### src/hdl/orbit_camera_position_macros.svh
// ----------------------------------------------------------------------------
// Orbit camera position: assertion macros
// Concurrent checks that compile away when SYNTHESIS is defined.
// ----------------------------------------------------------------------------
`ifndef ORBIT_CAMERA_POSITION_MACROS_SVH
`define ORBIT_CAMERA_POSITION_MACROS_SVH

`ifndef SYNTHESIS

// Same-cycle implication, checked outside reset.
`define OCP_ASSERT_IMPL(lbl, ck, rs, ante, cons) \
  lbl: assert property (@(posedge ck) disable iff (rs) (ante) |-> (cons)) \
    else $error("orbit camera check failed");

// Next-cycle implication, checked outside reset.
`define OCP_ASSERT_NEXT(lbl, ck, rs, ante, cons) \
  lbl: assert property (@(posedge ck) disable iff (rs) (ante) |=> (cons)) \
    else $error("orbit camera check failed");

`else

`define OCP_ASSERT_IMPL(lbl, ck, rs, ante, cons)
`define OCP_ASSERT_NEXT(lbl, ck, rs, ante, cons)

`endif

`endif

### src/hdl/ocp_pkg.sv
// ----------------------------------------------------------------------------
// Orbit camera position: shared package
// Field widths, command and register codes, word types and sequencer codes.
// ----------------------------------------------------------------------------
`timescale 1ns / 1ps
`default_nettype none

package ocp_pkg;

  localparam int ANGLE_BITS          = 16;
  localparam int DIST_BITS           = 24;
  localparam int SINE_TABLE_BITS_DEF = 10;
  localparam int CFG_INDEX_BITS      = 2;
  localparam int CFG_DATA_BITS       = 24;
  localparam int ACTION_BITS         = 3;
  localparam int QUEUE_DEPTH         = 2;

  localparam logic signed [DIST_BITS-1:0] INIT_DIST_RESET = DIST_BITS'(5120);

  // Polynomial coefficients of the quarter-wave sine, Q16.
  localparam int SIN_FRAC_BITS = 16;
  localparam logic [16:0] SIN_A1 = 17'd102944;
  localparam logic [16:0] SIN_A3 = 17'd42047;
  localparam logic [16:0] SIN_A5 = 17'd4640;
  localparam logic [16:0] SIN_MAX = 17'd32767;

  typedef enum logic [ACTION_BITS-1:0] {
    ACT_SET_ANGLES = 3'd0,
    ACT_ADD_ANGLES = 3'd1,
    ACT_SET_DIST   = 3'd2,
    ACT_ADD_DIST   = 3'd3,
    ACT_RESTORE    = 3'd4
  } action_t;

  typedef enum logic [CFG_INDEX_BITS-1:0] {
    REG_INIT_AZIMUTH   = 2'd0,
    REG_INIT_ELEVATION = 2'd1,
    REG_INIT_DISTANCE  = 2'd2
  } cfg_reg_t;

  typedef struct packed {
    logic [ACTION_BITS-1:0]       action;
    logic [ANGLE_BITS-1:0]        azimuth_value;
    logic [ANGLE_BITS-1:0]        elevation_value;
    logic signed [DIST_BITS-1:0]  distance_value;
  } cmd_t;

  typedef struct packed {
    logic signed [DIST_BITS-1:0]  pos_x;
    logic signed [DIST_BITS-1:0]  pos_y;
    logic signed [DIST_BITS-1:0]  pos_z;
    logic                         up_flipped;
  } res_t;

  // Camera state after a command, handed from the front to the back.
  typedef struct packed {
    logic [ANGLE_BITS-1:0]        azimuth;
    logic [ANGLE_BITS-1:0]        elevation;
    logic signed [DIST_BITS-1:0]  distance;
    logic                         up_flipped;
  } job_t;

  typedef enum logic [1:0] {
    BK_IDLE,
    BK_MUL,
    BK_POST
  } back_state_t;

  // Steps of the shared multiplier.
  typedef enum logic [3:0] {
    OP_USQ,
    OP_T5,
    OP_T3,
    OP_T1,
    OP_CX,
    OP_CZ,
    OP_PX,
    OP_PY,
    OP_PZ
  } op_t;

endpackage

`default_nettype wire

### src/hdl/orbit_camera_position.sv
// ----------------------------------------------------------------------------
// Orbit camera position: top level
// Turns camera commands into the position on the orbit sphere.
// ----------------------------------------------------------------------------
// Commands enter as words on push/full and results leave as words on
// empty/pop, both behaving as a queue. A command is taken when push is high
// and full is low; the oldest result sits on result while empty is low and
// is removed when pop is high. Every command gives exactly one result word.
// The three initial-value registers are written through cfg_write,
// cfg_index and cfg_data; the user must write them only while the block
// is idle, which the block does not enforce. An unused index is ignored.
// The back end fetches a job from the queue and then runs 21 products
// (four sine polynomials of four steps, two angle products, three
// positions) through one multiplier, each in a multiply and a post state.
// The front applies commands at once into a two-word job queue, so up to
// two commands are taken while the back end is busy with a job.
// Reset clears both queues, restores the registers to azimuth 0,
// elevation 0 and distance 20.0, and loads those into the camera state.
// While a result waits to be popped the back end finishes its current
// job and then holds; the job queue fills and full rises.
// ----------------------------------------------------------------------------
`timescale 1ns / 1ps
`default_nettype none

module orbit_camera_position #(
  parameter int SINE_TABLE_BITS = ocp_pkg::SINE_TABLE_BITS_DEF
) (
  input  wire logic                                  clk,
  input  wire logic                                  rst,
  input  wire logic                                  cfg_write,
  input  wire logic [ocp_pkg::CFG_INDEX_BITS-1:0]    cfg_index,
  input  wire logic [ocp_pkg::CFG_DATA_BITS-1:0]     cfg_data,
  input  wire logic                                  push,
  output logic                                       full,
  input  wire ocp_pkg::cmd_t                         cmd,
  output logic                                       empty,
  input  wire logic                                  pop,
  output ocp_pkg::res_t                              result
);

  logic          job_push;
  ocp_pkg::job_t job_front;
  logic          q_full;
  logic          q_empty;
  logic          job_pop;
  ocp_pkg::job_t job_back;

  assign full = q_full;

  ocp_front u_front (
    .clk       (clk),
    .rst       (rst),
    .cfg_write (cfg_write),
    .cfg_index (cfg_index),
    .cfg_data  (cfg_data),
    .push      (push),
    .cmd       (cmd),
    .q_full    (q_full),
    .job_push  (job_push),
    .job       (job_front)
  );

  ocp_queue u_queue (
    .clk     (clk),
    .rst     (rst),
    .wr      (job_push),
    .wr_data (job_front),
    .full    (q_full),
    .rd      (job_pop),
    .rd_data (job_back),
    .empty   (q_empty)
  );

  ocp_back #(
    .SINE_TABLE_BITS (SINE_TABLE_BITS)
  ) u_back (
    .clk       (clk),
    .rst       (rst),
    .job_empty (q_empty),
    .job_in    (job_back),
    .job_pop   (job_pop),
    .empty     (empty),
    .pop       (pop),
    .result    (result)
  );

endmodule

`default_nettype wire

### src/hdl/ocp_front.sv
// ----------------------------------------------------------------------------
// Orbit camera position: command front end
// Holds the configuration and the camera state, applies each command and
// passes the resulting state on to the job queue.
// ----------------------------------------------------------------------------
`timescale 1ns / 1ps
`default_nettype none

module ocp_front (
  input  wire logic                                  clk,
  input  wire logic                                  rst,
  input  wire logic                                  cfg_write,
  input  wire logic [ocp_pkg::CFG_INDEX_BITS-1:0]    cfg_index,
  input  wire logic [ocp_pkg::CFG_DATA_BITS-1:0]     cfg_data,
  input  wire logic                                  push,
  input  wire ocp_pkg::cmd_t                         cmd,
  input  wire logic                                  q_full,
  output logic                                       job_push,
  output ocp_pkg::job_t                              job
);

  localparam int AB = ocp_pkg::ANGLE_BITS;
  localparam int DB = ocp_pkg::DIST_BITS;
  localparam logic [AB-1:0] QUARTER       = AB'(1) << (AB - 2);
  localparam logic [AB-1:0] THREE_QUARTER = AB'(3) << (AB - 2);

  logic [AB-1:0]        init_az;
  logic [AB-1:0]        init_el;
  logic signed [DB-1:0] init_dist;
  logic [AB-1:0]        az;
  logic [AB-1:0]        el;
  logic signed [DB-1:0] distance;
  logic [AB-1:0]        az_next;
  logic [AB-1:0]        el_next;
  logic signed [DB-1:0] dist_next;
  logic signed [DB:0]   dist_sum;
  logic signed [DB-1:0] dist_sat;

  assign job_push = push && !q_full;

  // One extra bit catches overflow of the distance add.
  assign dist_sum = {distance[DB-1], distance}
                  + {cmd.distance_value[DB-1], cmd.distance_value};

  always_comb begin
    if (dist_sum[DB] != dist_sum[DB-1]) begin
      dist_sat = dist_sum[DB] ? {1'b1, {(DB-1){1'b0}}} : {1'b0, {(DB-1){1'b1}}};
    end else begin
      dist_sat = dist_sum[DB-1:0];
    end
  end

  always_comb begin
    az_next   = az;
    el_next   = el;
    dist_next = distance;
    unique case (cmd.action)
      ocp_pkg::ACT_SET_ANGLES: begin
        az_next = cmd.azimuth_value;
        el_next = cmd.elevation_value;
      end
      ocp_pkg::ACT_ADD_ANGLES: begin
        az_next = az + cmd.azimuth_value;
        el_next = el + cmd.elevation_value;
      end
      ocp_pkg::ACT_SET_DIST: begin
        dist_next = cmd.distance_value;
      end
      ocp_pkg::ACT_ADD_DIST: begin
        dist_next = dist_sat;
      end
      ocp_pkg::ACT_RESTORE: begin
        az_next   = init_az;
        el_next   = init_el;
        dist_next = init_dist;
      end
      default: begin
      end
    endcase
  end

  always_comb begin
    job.azimuth    = az_next;
    job.elevation  = el_next;
    job.distance   = dist_next;
    job.up_flipped = (el_next > QUARTER) && (el_next <= THREE_QUARTER);
  end

  always_ff @(posedge clk) begin
    if (rst) begin
      init_az   <= '0;
      init_el   <= '0;
      init_dist <= ocp_pkg::INIT_DIST_RESET;
    end else if (cfg_write) begin
      unique case (cfg_index)
        ocp_pkg::REG_INIT_AZIMUTH:   init_az   <= cfg_data[AB-1:0];
        ocp_pkg::REG_INIT_ELEVATION: init_el   <= cfg_data[AB-1:0];
        ocp_pkg::REG_INIT_DISTANCE:  init_dist <= signed'(cfg_data[DB-1:0]);
        default: begin
        end
      endcase
    end
  end

  always_ff @(posedge clk) begin
    if (rst) begin
      az       <= '0;
      el       <= '0;
      distance <= ocp_pkg::INIT_DIST_RESET;
    end else if (job_push) begin
      az       <= az_next;
      el       <= el_next;
      distance <= dist_next;
    end
  end

endmodule

`default_nettype wire

### src/hdl/ocp_queue.sv
// ----------------------------------------------------------------------------
// Orbit camera position: job queue
// Short first-in first-out store that decouples the front from the back.
// ----------------------------------------------------------------------------
`timescale 1ns / 1ps
`default_nettype none

`include "orbit_camera_position_macros.svh"

module ocp_queue (
  input  wire logic           clk,
  input  wire logic           rst,
  input  wire logic           wr,
  input  wire ocp_pkg::job_t  wr_data,
  output logic                full,
  input  wire logic           rd,
  output ocp_pkg::job_t       rd_data,
  output logic                empty
);

  localparam int DEPTH = ocp_pkg::QUEUE_DEPTH;
  localparam int PTR_W = (DEPTH > 1) ? $clog2(DEPTH) : 1;
  localparam int CNT_W = $clog2(DEPTH + 1);

  ocp_pkg::job_t    slots [DEPTH];
  logic [PTR_W-1:0] wr_ptr;
  logic [PTR_W-1:0] rd_ptr;
  logic [CNT_W-1:0] count;
  logic             do_wr;
  logic             do_rd;

  assign full    = (count == CNT_W'(DEPTH));
  assign empty   = (count == '0);
  assign do_wr   = wr && !full;
  assign do_rd   = rd && !empty;
  assign rd_data = slots[rd_ptr];

  always_ff @(posedge clk) begin
    if (do_wr) begin
      slots[wr_ptr] <= wr_data;
    end
  end

  always_ff @(posedge clk) begin
    if (rst) begin
      wr_ptr <= '0;
      rd_ptr <= '0;
      count  <= '0;
    end else begin
      if (do_wr) begin
        wr_ptr <= (wr_ptr == PTR_W'(DEPTH - 1)) ? '0 : wr_ptr + PTR_W'(1);
      end
      if (do_rd) begin
        rd_ptr <= (rd_ptr == PTR_W'(DEPTH - 1)) ? '0 : rd_ptr + PTR_W'(1);
      end
      if (do_wr && !do_rd) begin
        count <= count + CNT_W'(1);
      end else if (do_rd && !do_wr) begin
        count <= count - CNT_W'(1);
      end
    end
  end

  // The fill level never passes the depth, and the front never offers a
  // word while the queue is full.
  `OCP_ASSERT_IMPL(a_count_bound, clk, rst, 1'b1, (count <= CNT_W'(DEPTH)))
  `OCP_ASSERT_IMPL(a_no_write_when_full, clk, rst, wr, !full)

endmodule

`default_nettype wire

### src/hdl/ocp_back.sv
// ----------------------------------------------------------------------------
// Orbit camera position: trigonometry back end
// Evaluates the four sines and cosines and the three position products on
// one shared multiplier in multiply and post states; holds the result word.
// ----------------------------------------------------------------------------
`timescale 1ns / 1ps
`default_nettype none

`include "orbit_camera_position_macros.svh"

module ocp_back #(
  parameter int SINE_TABLE_BITS = ocp_pkg::SINE_TABLE_BITS_DEF
) (
  input  wire logic           clk,
  input  wire logic           rst,
  input  wire logic           job_empty,
  input  wire ocp_pkg::job_t  job_in,
  output logic                job_pop,
  output logic                empty,
  input  wire logic           pop,
  output ocp_pkg::res_t       result
);

  localparam int AB      = ocp_pkg::ANGLE_BITS;
  localparam int DB      = ocp_pkg::DIST_BITS;
  localparam int STB     = SINE_TABLE_BITS;
  localparam int QB      = STB - 2;
  localparam int UF      = ocp_pkg::SIN_FRAC_BITS;
  localparam int U_W     = UF + 1;
  localparam int MUL_A_W = DB;
  localparam int MUL_B_W = U_W + 1;
  localparam int PROD_W  = MUL_A_W + MUL_B_W;
  localparam int SC_W    = PROD_W - 15;

  localparam logic [STB-1:0]      QTR_IDX = STB'(1) << QB;
  localparam logic [QB:0]         N_K     = (QB + 1)'(1) << QB;
  localparam logic signed [PROD_W-1:0] HALF_LSB = PROD_W'(1) << 14;

  ocp_pkg::back_state_t state;
  ocp_pkg::back_state_t state_next;
  ocp_pkg::op_t         op;
  logic [1:0]           ang;
  logic                 out_load;
  logic                 out_valid;
  logic                 out_free;

  ocp_pkg::job_t        job;
  logic signed [PROD_W-1:0]  prod;
  logic [U_W-1:0]            u2;
  logic [U_W-1:0]            t;
  logic signed [15:0]        sv [4];
  logic signed [U_W-1:0]     cx;
  logic signed [U_W-1:0]     cz;
  logic signed [DB-1:0]      px;
  logic signed [DB-1:0]      py;

  logic [AB-1:0]             phase;
  logic [STB-1:0]            idx;
  logic [QB-1:0]             frac;
  logic [QB:0]               k;
  logic [U_W-1:0]            u;
  logic                      neg;
  logic signed [MUL_A_W-1:0] a_op;
  logic signed [MUL_B_W-1:0] b_op;
  logic signed [PROD_W-1:0]  mul_res;
  logic [U_W-1:0]            sin_p;
  logic signed [15:0]        sin_mag;
  logic signed [15:0]        sin_val;
  logic signed [PROD_W-1:0]  rnd;
  logic signed [SC_W-1:0]    scaled;
  logic signed [DB-1:0]      pos_sat;

  // Angle slot: bit 1 picks elevation, bit 0 picks cosine (a quarter turn on).
  always_comb begin
    phase = ang[1] ? job.elevation : job.azimuth;
    idx   = phase[AB-1 -: STB] + (ang[0] ? QTR_IDX : '0);
    frac  = idx[QB-1:0];
    k     = idx[QB] ? (N_K - (QB + 1)'(frac)) : (QB + 1)'(frac);
    u     = U_W'(k) << (UF - QB);
    neg   = idx[STB-1];
  end

  always_comb begin
    case (op)
      ocp_pkg::OP_USQ: begin
        a_op = signed'(MUL_A_W'(u));
        b_op = signed'({1'b0, u});
      end
      ocp_pkg::OP_T5: begin
        a_op = signed'(MUL_A_W'(ocp_pkg::SIN_A5));
        b_op = signed'({1'b0, u2});
      end
      ocp_pkg::OP_T3: begin
        a_op = signed'(MUL_A_W'(ocp_pkg::SIN_A3 - t));
        b_op = signed'({1'b0, u2});
      end
      ocp_pkg::OP_T1: begin
        a_op = signed'(MUL_A_W'(ocp_pkg::SIN_A1 - t));
        b_op = signed'({1'b0, u});
      end
      ocp_pkg::OP_CX: begin
        a_op = MUL_A_W'(sv[1]);
        b_op = MUL_B_W'(sv[3]);
      end
      ocp_pkg::OP_CZ: begin
        a_op = MUL_A_W'(sv[0]);
        b_op = MUL_B_W'(sv[3]);
      end
      ocp_pkg::OP_PX: begin
        a_op = job.distance;
        b_op = MUL_B_W'(cx);
      end
      ocp_pkg::OP_PY: begin
        a_op = job.distance;
        b_op = MUL_B_W'(sv[2]);
      end
      ocp_pkg::OP_PZ: begin
        a_op = job.distance;
        b_op = MUL_B_W'(cz);
      end
      default: begin
        a_op = '0;
        b_op = '0;
      end
    endcase
  end

  assign mul_res = a_op * b_op;

  // Last polynomial step: drop seventeen bits, clip to full scale, apply sign.
  always_comb begin
    sin_p   = prod[UF+17:17];
    sin_mag = (sin_p > ocp_pkg::SIN_MAX) ? 16'sd32767 : signed'(sin_p[15:0]);
    sin_val = neg ? -sin_mag : sin_mag;
  end

  // Round half up by fifteen bits, then clip to the distance range.
  always_comb begin
    rnd    = prod + HALF_LSB;
    scaled = rnd[PROD_W-1:15];
    if ((&scaled[SC_W-1:DB-1]) || !(|scaled[SC_W-1:DB-1])) begin
      pos_sat = scaled[DB-1:0];
    end else begin
      pos_sat = scaled[SC_W-1] ? {1'b1, {(DB-1){1'b0}}} : {1'b0, {(DB-1){1'b1}}};
    end
  end

  assign out_free = !out_valid || pop;
  assign empty    = !out_valid;

  always_ff @(posedge clk) begin
    if (rst) begin
      state <= ocp_pkg::BK_IDLE;
    end else begin
      state <= state_next;
    end
  end

  always_comb begin
    state_next = state;
    job_pop    = 1'b0;
    out_load   = 1'b0;
    unique case (state)
      ocp_pkg::BK_IDLE: begin
        if (!job_empty) begin
          job_pop    = 1'b1;
          state_next = ocp_pkg::BK_MUL;
        end
      end
      ocp_pkg::BK_MUL: begin
        state_next = ocp_pkg::BK_POST;
      end
      ocp_pkg::BK_POST: begin
        if (op == ocp_pkg::OP_PZ) begin
          if (out_free) begin
            out_load   = 1'b1;
            state_next = ocp_pkg::BK_IDLE;
          end
        end else begin
          state_next = ocp_pkg::BK_MUL;
        end
      end
      default: begin
        state_next = ocp_pkg::BK_IDLE;
      end
    endcase
  end

  always_ff @(posedge clk) begin
    if (rst) begin
      op  <= ocp_pkg::OP_USQ;
      ang <= '0;
    end else if (job_pop) begin
      job <= job_in;
      op  <= ocp_pkg::OP_USQ;
      ang <= '0;
    end else if (state == ocp_pkg::BK_MUL) begin
      prod <= mul_res;
    end else if (state == ocp_pkg::BK_POST) begin
      case (op)
        ocp_pkg::OP_USQ: begin
          u2 <= prod[UF+16:UF];
          op <= ocp_pkg::OP_T5;
        end
        ocp_pkg::OP_T5: begin
          t  <= prod[UF+16:UF];
          op <= ocp_pkg::OP_T3;
        end
        ocp_pkg::OP_T3: begin
          t  <= prod[UF+16:UF];
          op <= ocp_pkg::OP_T1;
        end
        ocp_pkg::OP_T1: begin
          sv[ang] <= sin_val;
          if (ang == 2'd3) begin
            op <= ocp_pkg::OP_CX;
          end else begin
            ang <= ang + 2'd1;
            op  <= ocp_pkg::OP_USQ;
          end
        end
        ocp_pkg::OP_CX: begin
          cx <= rnd[U_W+14:15];
          op <= ocp_pkg::OP_CZ;
        end
        ocp_pkg::OP_CZ: begin
          cz <= rnd[U_W+14:15];
          op <= ocp_pkg::OP_PX;
        end
        ocp_pkg::OP_PX: begin
          px <= pos_sat;
          op <= ocp_pkg::OP_PY;
        end
        ocp_pkg::OP_PY: begin
          py <= pos_sat;
          op <= ocp_pkg::OP_PZ;
        end
        default: begin
        end
      endcase
    end
  end

  always_ff @(posedge clk) begin
    if (out_load) begin
      result.pos_x      <= px;
      result.pos_y      <= py;
      result.pos_z      <= pos_sat;
      result.up_flipped <= job.up_flipped;
    end
  end

  always_ff @(posedge clk) begin
    if (rst) begin
      out_valid <= 1'b0;
    end else if (out_load) begin
      out_valid <= 1'b1;
    end else if (pop) begin
      out_valid <= 1'b0;
    end
  end

  // A waiting result is never overwritten, and every job starts its
  // sequence from the azimuth sine.
  `OCP_ASSERT_IMPL(a_no_overwrite, clk, rst, out_load, (!out_valid || pop))
  `OCP_ASSERT_NEXT(a_job_start, clk, rst, job_pop, ((op == ocp_pkg::OP_USQ) && (ang == 2'd0)))

endmodule

`default_nettype wire
### config.mk
export PLATFORM = sky130hd
export DESIGN_NAME = orbit_camera_position
export DESIGN_NICKNAME = d
export VERILOG_FILES = /design/src/hdl/ocp_pkg.sv /design/src/hdl/orbit_camera_position.sv /design/src/hdl/ocp_front.sv /design/src/hdl/ocp_queue.sv /design/src/hdl/ocp_back.sv
export VERILOG_INCLUDE_DIRS = /design/src /design/src/hdl
export SDC_FILE = /design/constraint.sdc
export NUM_CORES = 2
export LEC_CHECK = 0
export ABC_CLOCK_PERIOD_IN_PS = 11000
export BUFFER_PORTS_ARGS = -buffer_cell sky130_fd_sc_hd__buf_4
export CORE_MARGIN = 10
export CORE_UTILIZATION = 55
export DETAILED_ROUTE_END_ITERATION = 6
export HOLD_SLACK_MARGIN = 0.1
export PLACE_DENSITY_LB_ADDON = 0.08
export SYNTH_ARGS = -nofsm -noshare
export SYNTH_HDL_FRONTEND = slang
export SYNTH_SLANG_ARGS = --single-unit
### constraint.sdc
create_clock -name clk -period 11 [get_ports clk]
set_clock_uncertainty 0.05 [all_clocks]
set_input_delay 3.3 -clock clk [delete_from_list [all_inputs] [get_ports clk]]
set_output_delay 3.3 -clock clk [all_outputs]
set_load 0.02 [all_outputs]
==> flow_summary.toml <==
[run_status]
status = "finished clean"

[floorplan]
die_h_um = 291
io_pins = 165
num_rows = 99
dieArea_um2 = 84800
die_w_um = 291
core_area_um2 = 73000
initial_core_util = 0.554

[clock_tree]
clock_path_buffers = 3
post_cts_buffers = 0
clkTransAtPathRegs_ps = 60
clk-insertion-delay-late_ps = 630
cts-root-buf = "clkbuf_16"
htreeDepth = 2
postCtsHoldBufs = 0
numCtsBuffers = 55
cts_tree = "done"
post_cts_resized = 0
cts_sinks = 541

[critical_path]
cp-endpoint = "u_back.prod[39]$_DFFE_PP_"
r2r_slack_ps = 1510
reg2reg_depth = 27
crit_top_cell = "fa_1"
cpPeakStageDelay_ps = 910
reg2reg_to = "u_back.prod[39]$_DFFE_PP_"
startpoint = "u_back.op[0]$_SDFFE_PP0P_"
path_max_fanout = 23
r2r-start = "u_back.op[0]$_SDFFE_PP0P_"
cp_slowest_cell = "dfxtp_1"
cp.required_ps = 11330
endpoint_kind = "flip-flop"
critPathKind = "flip-flop to flip-flop"
cp_data_arrival_time_ps = 9820
cp-start-kind = "flip-flop"

[sta]
worst_pin_slew_ps = 1300
final.setup.worst_slack_ps = 1510
period_share = 0.863
layout_min_cycle_time_ps = 9490
setup_viol = 0
rsz0062_at_grt = "no"
slew_viol_final = 0
fmax_mhz = 105
tns_ps = 0
hold_viol = 0
max_slew_margin = 0.121

[routing]
ant_nets = 0
drt_first_pass_iters = 6
routedWlPerCell_um = 22.7
vias_per_cell = 5.85
vias = 29800
finalWirelength_um = 116000
remaining_drc_errors = 0
first_iter_violations = 2503

[place]
place_hpwl_um = 87000
portBuffers = 164
routabilityCongestion = 0.970
post-place-ws_ps = 1670

[synthesis]
synth_cell_types = 95
synth_ff_type = "edfxtp_1"
syn-cell-area_um2 = 40400
synth_fp_nets = 4663
synth_warnings = 0
ys_ff_latch = 541
synth-seq-area-share = 0.371
synth-edff-count = 416
syn_area_per_cell_um2 = 10.2
async_reset_ff_frac = 0
syn_inst = 3981

[power_and_ir_drop]
power.leakage_uw = 0.0187
peakVddDrop_mv = 0.799
powerDensity_nw_per_um2 = 298

[layout]
multi_input_area_um2 = 22800
antenna_cells = 0
final_net_count = 4765
syn2layout_area_growth_pct = 10.2
final_util = 0.611
drive_gt1_frac = 0.106
regArea_um2 = 15000
fillers = 6193

[hold_path]
min_path_type = "flip-flop to flip-flop"

[global_route]
grt_pass1_vias = 29800
antenna_found_initial = 2
grt_max_degree = 74
grt_pass1_wl_um = 179000
track_usage = 0.271
grt_overflow = 0

[job]
maxCapViolCount = 0
[cell type report]
type	count	area share
repair buffers	231	0.0389
clock buffers	59	0.0312
inverters	551	0.0464
multi-input cells	2703	0.511
well taps	959	0.0269
flip-flops and latches	541	0.336
clock inverters	44	0.00865
[where the power goes]
part           leakage, µW  switching [µW]  internal [µW]  total (µW)
registers          0.00482             213           2790        3000
clock network     0.000835             834           1020        1850
logic               0.0131            5330           3110        8440
[routing by layer]
| layer | routed length (µm) | track usage | vias to the layer above |
|---|---|---|---|
| met5 | 17 | 0 | - |
| met4 | 4720 | 0.100 | 2 |
| met3 | 9350 | 0.0474 | 257 |
| met2 | 53900 | 0.441 | 1246 |
| met1 | 47600 | 0.360 | 14700 |
| li1 | - | - | 13600 |
[cell usage in the layout, fill, tap and decap left out, types with 50 or more instances in the layout]
cell,synthesis,routed
a21o_1,52,52
a21oi_1,216,216
and2_1,50,50
buf_4,2,231
clkbuf_16,0,55
dfxtp_1,125,124
edfxtp_1,416,416
fa_1,428,428
ha_1,164,164
inv_1,549,549
nand2_1,472,472
nor2_1,388,382
o21ai_0,101,101
xnor2_1,78,78
xor2_1,54,54
[worst max-delay path: cells and delay by family (launching register included)]
family,cells,cell delay (ps)
AND/OR/NAND/NOR,5,1750
adder cells (fa/ha/maj),7,3300
flip-flops,1,910
buffers and inverters,5,810
AO/OA/AOI/OAI,10,2400
[stage by stage]
step	power, µW	cells	cell area [µm²]	hold WS [ps]
after global routing	14400	5088	44600	371
after CTS	13200	5088	44600	368
after global placement	11300	4985	42800	350
after floorplan	9010	3981	40400	350
final	13300	5088	44600	361
after detailed placement	11400	4985	42800	355
[worst min path at each step]
stage	cells past startpoint	start	slack [ps]	end
3_3_place_gp	0	u_back.py[3]$_DFFE_PP_	350	u_back.result[28]$_DFFE_PP_
2_1_floorplan	0	u_back.job[0]$_DFFE_PP_	350	u_back.result[0]$_DFFE_PP_
5_1_grt	0	u_back.py[12]$_DFFE_PP_	370	u_back.result[37]$_DFFE_PP_
3_5_place_dp	0	u_back.py[4]$_DFFE_PP_	350	u_back.result[29]$_DFFE_PP_
6_report	0	u_back.py[12]$_DFFE_PP_	360	u_back.result[37]$_DFFE_PP_
4_1_cts	0	u_back.py[12]$_DFFE_PP_	370	u_back.result[37]$_DFFE_PP_
[synth_stat cells, drive strengths merged (7+ instances only)]
cell type    n  area [µm²]
nor4        13        81.3
xnor2       78         683
a21o        52         390
xor2        54         473
a21oi      225        1160
o22ai       13        81.3
a31oi       11        68.8
ha         164        2050
a22oi       48         360
nand3       39         195
edfxtp     416       12500
nor2b       22         138
buf         28         130
o31ai       10        75.1
clkbuf     158         593
mux2        48         541
and2        50         313
o21a        23         173
nand2b      31         194
o211ai      10        75.1
o21ai      136         681
mux2i       37         370
nor3        54         287
nand4       12        75.1
a221o       13         130
or3         15        93.8
a221oi      13         120
nand3b       8        60.1
nand2      472        1770
fa         428        8570
a311oi       7        61.3
nor2       389        1460
o31a         7        61.3
dfxtp      125        2500
o21bai      28         210
a2111oi      8        96.3
a211oi      52         405
or2         10        62.6
inv        550        2060
and3        20         125
[state kept, by name, indices dropped and copies added (netlist names), 24 cells and up, named ones only]
| register | cells |
|---|---|
| u_back.job | 45 |
| u_back.prod | 28 |
| u_back.px | 24 |
| u_back.py | 24 |
| u_back.result | 73 |
| u_back.sv | 64 |
| u_front.distance | 24 |
| u_front.init_dist | 24 |
| u_queue.slots | 90 |
[kinds of logic (layout without fill, tap and decap cells)]
group,after synthesis,in the layout,synth area share
AO/OA/AOI/OAI,734,734,0.121
XOR/XNOR,132,132,0.0286
adder cells (fa/ha/maj),592,592,0.263
buffers and inverters,737,885,0.0690
flip-flops,541,541,0.371
multiplexers,85,85,0.0225
AND/OR/NAND/NOR,1160,1160,0.126
(Power assumes the default switching activity.)
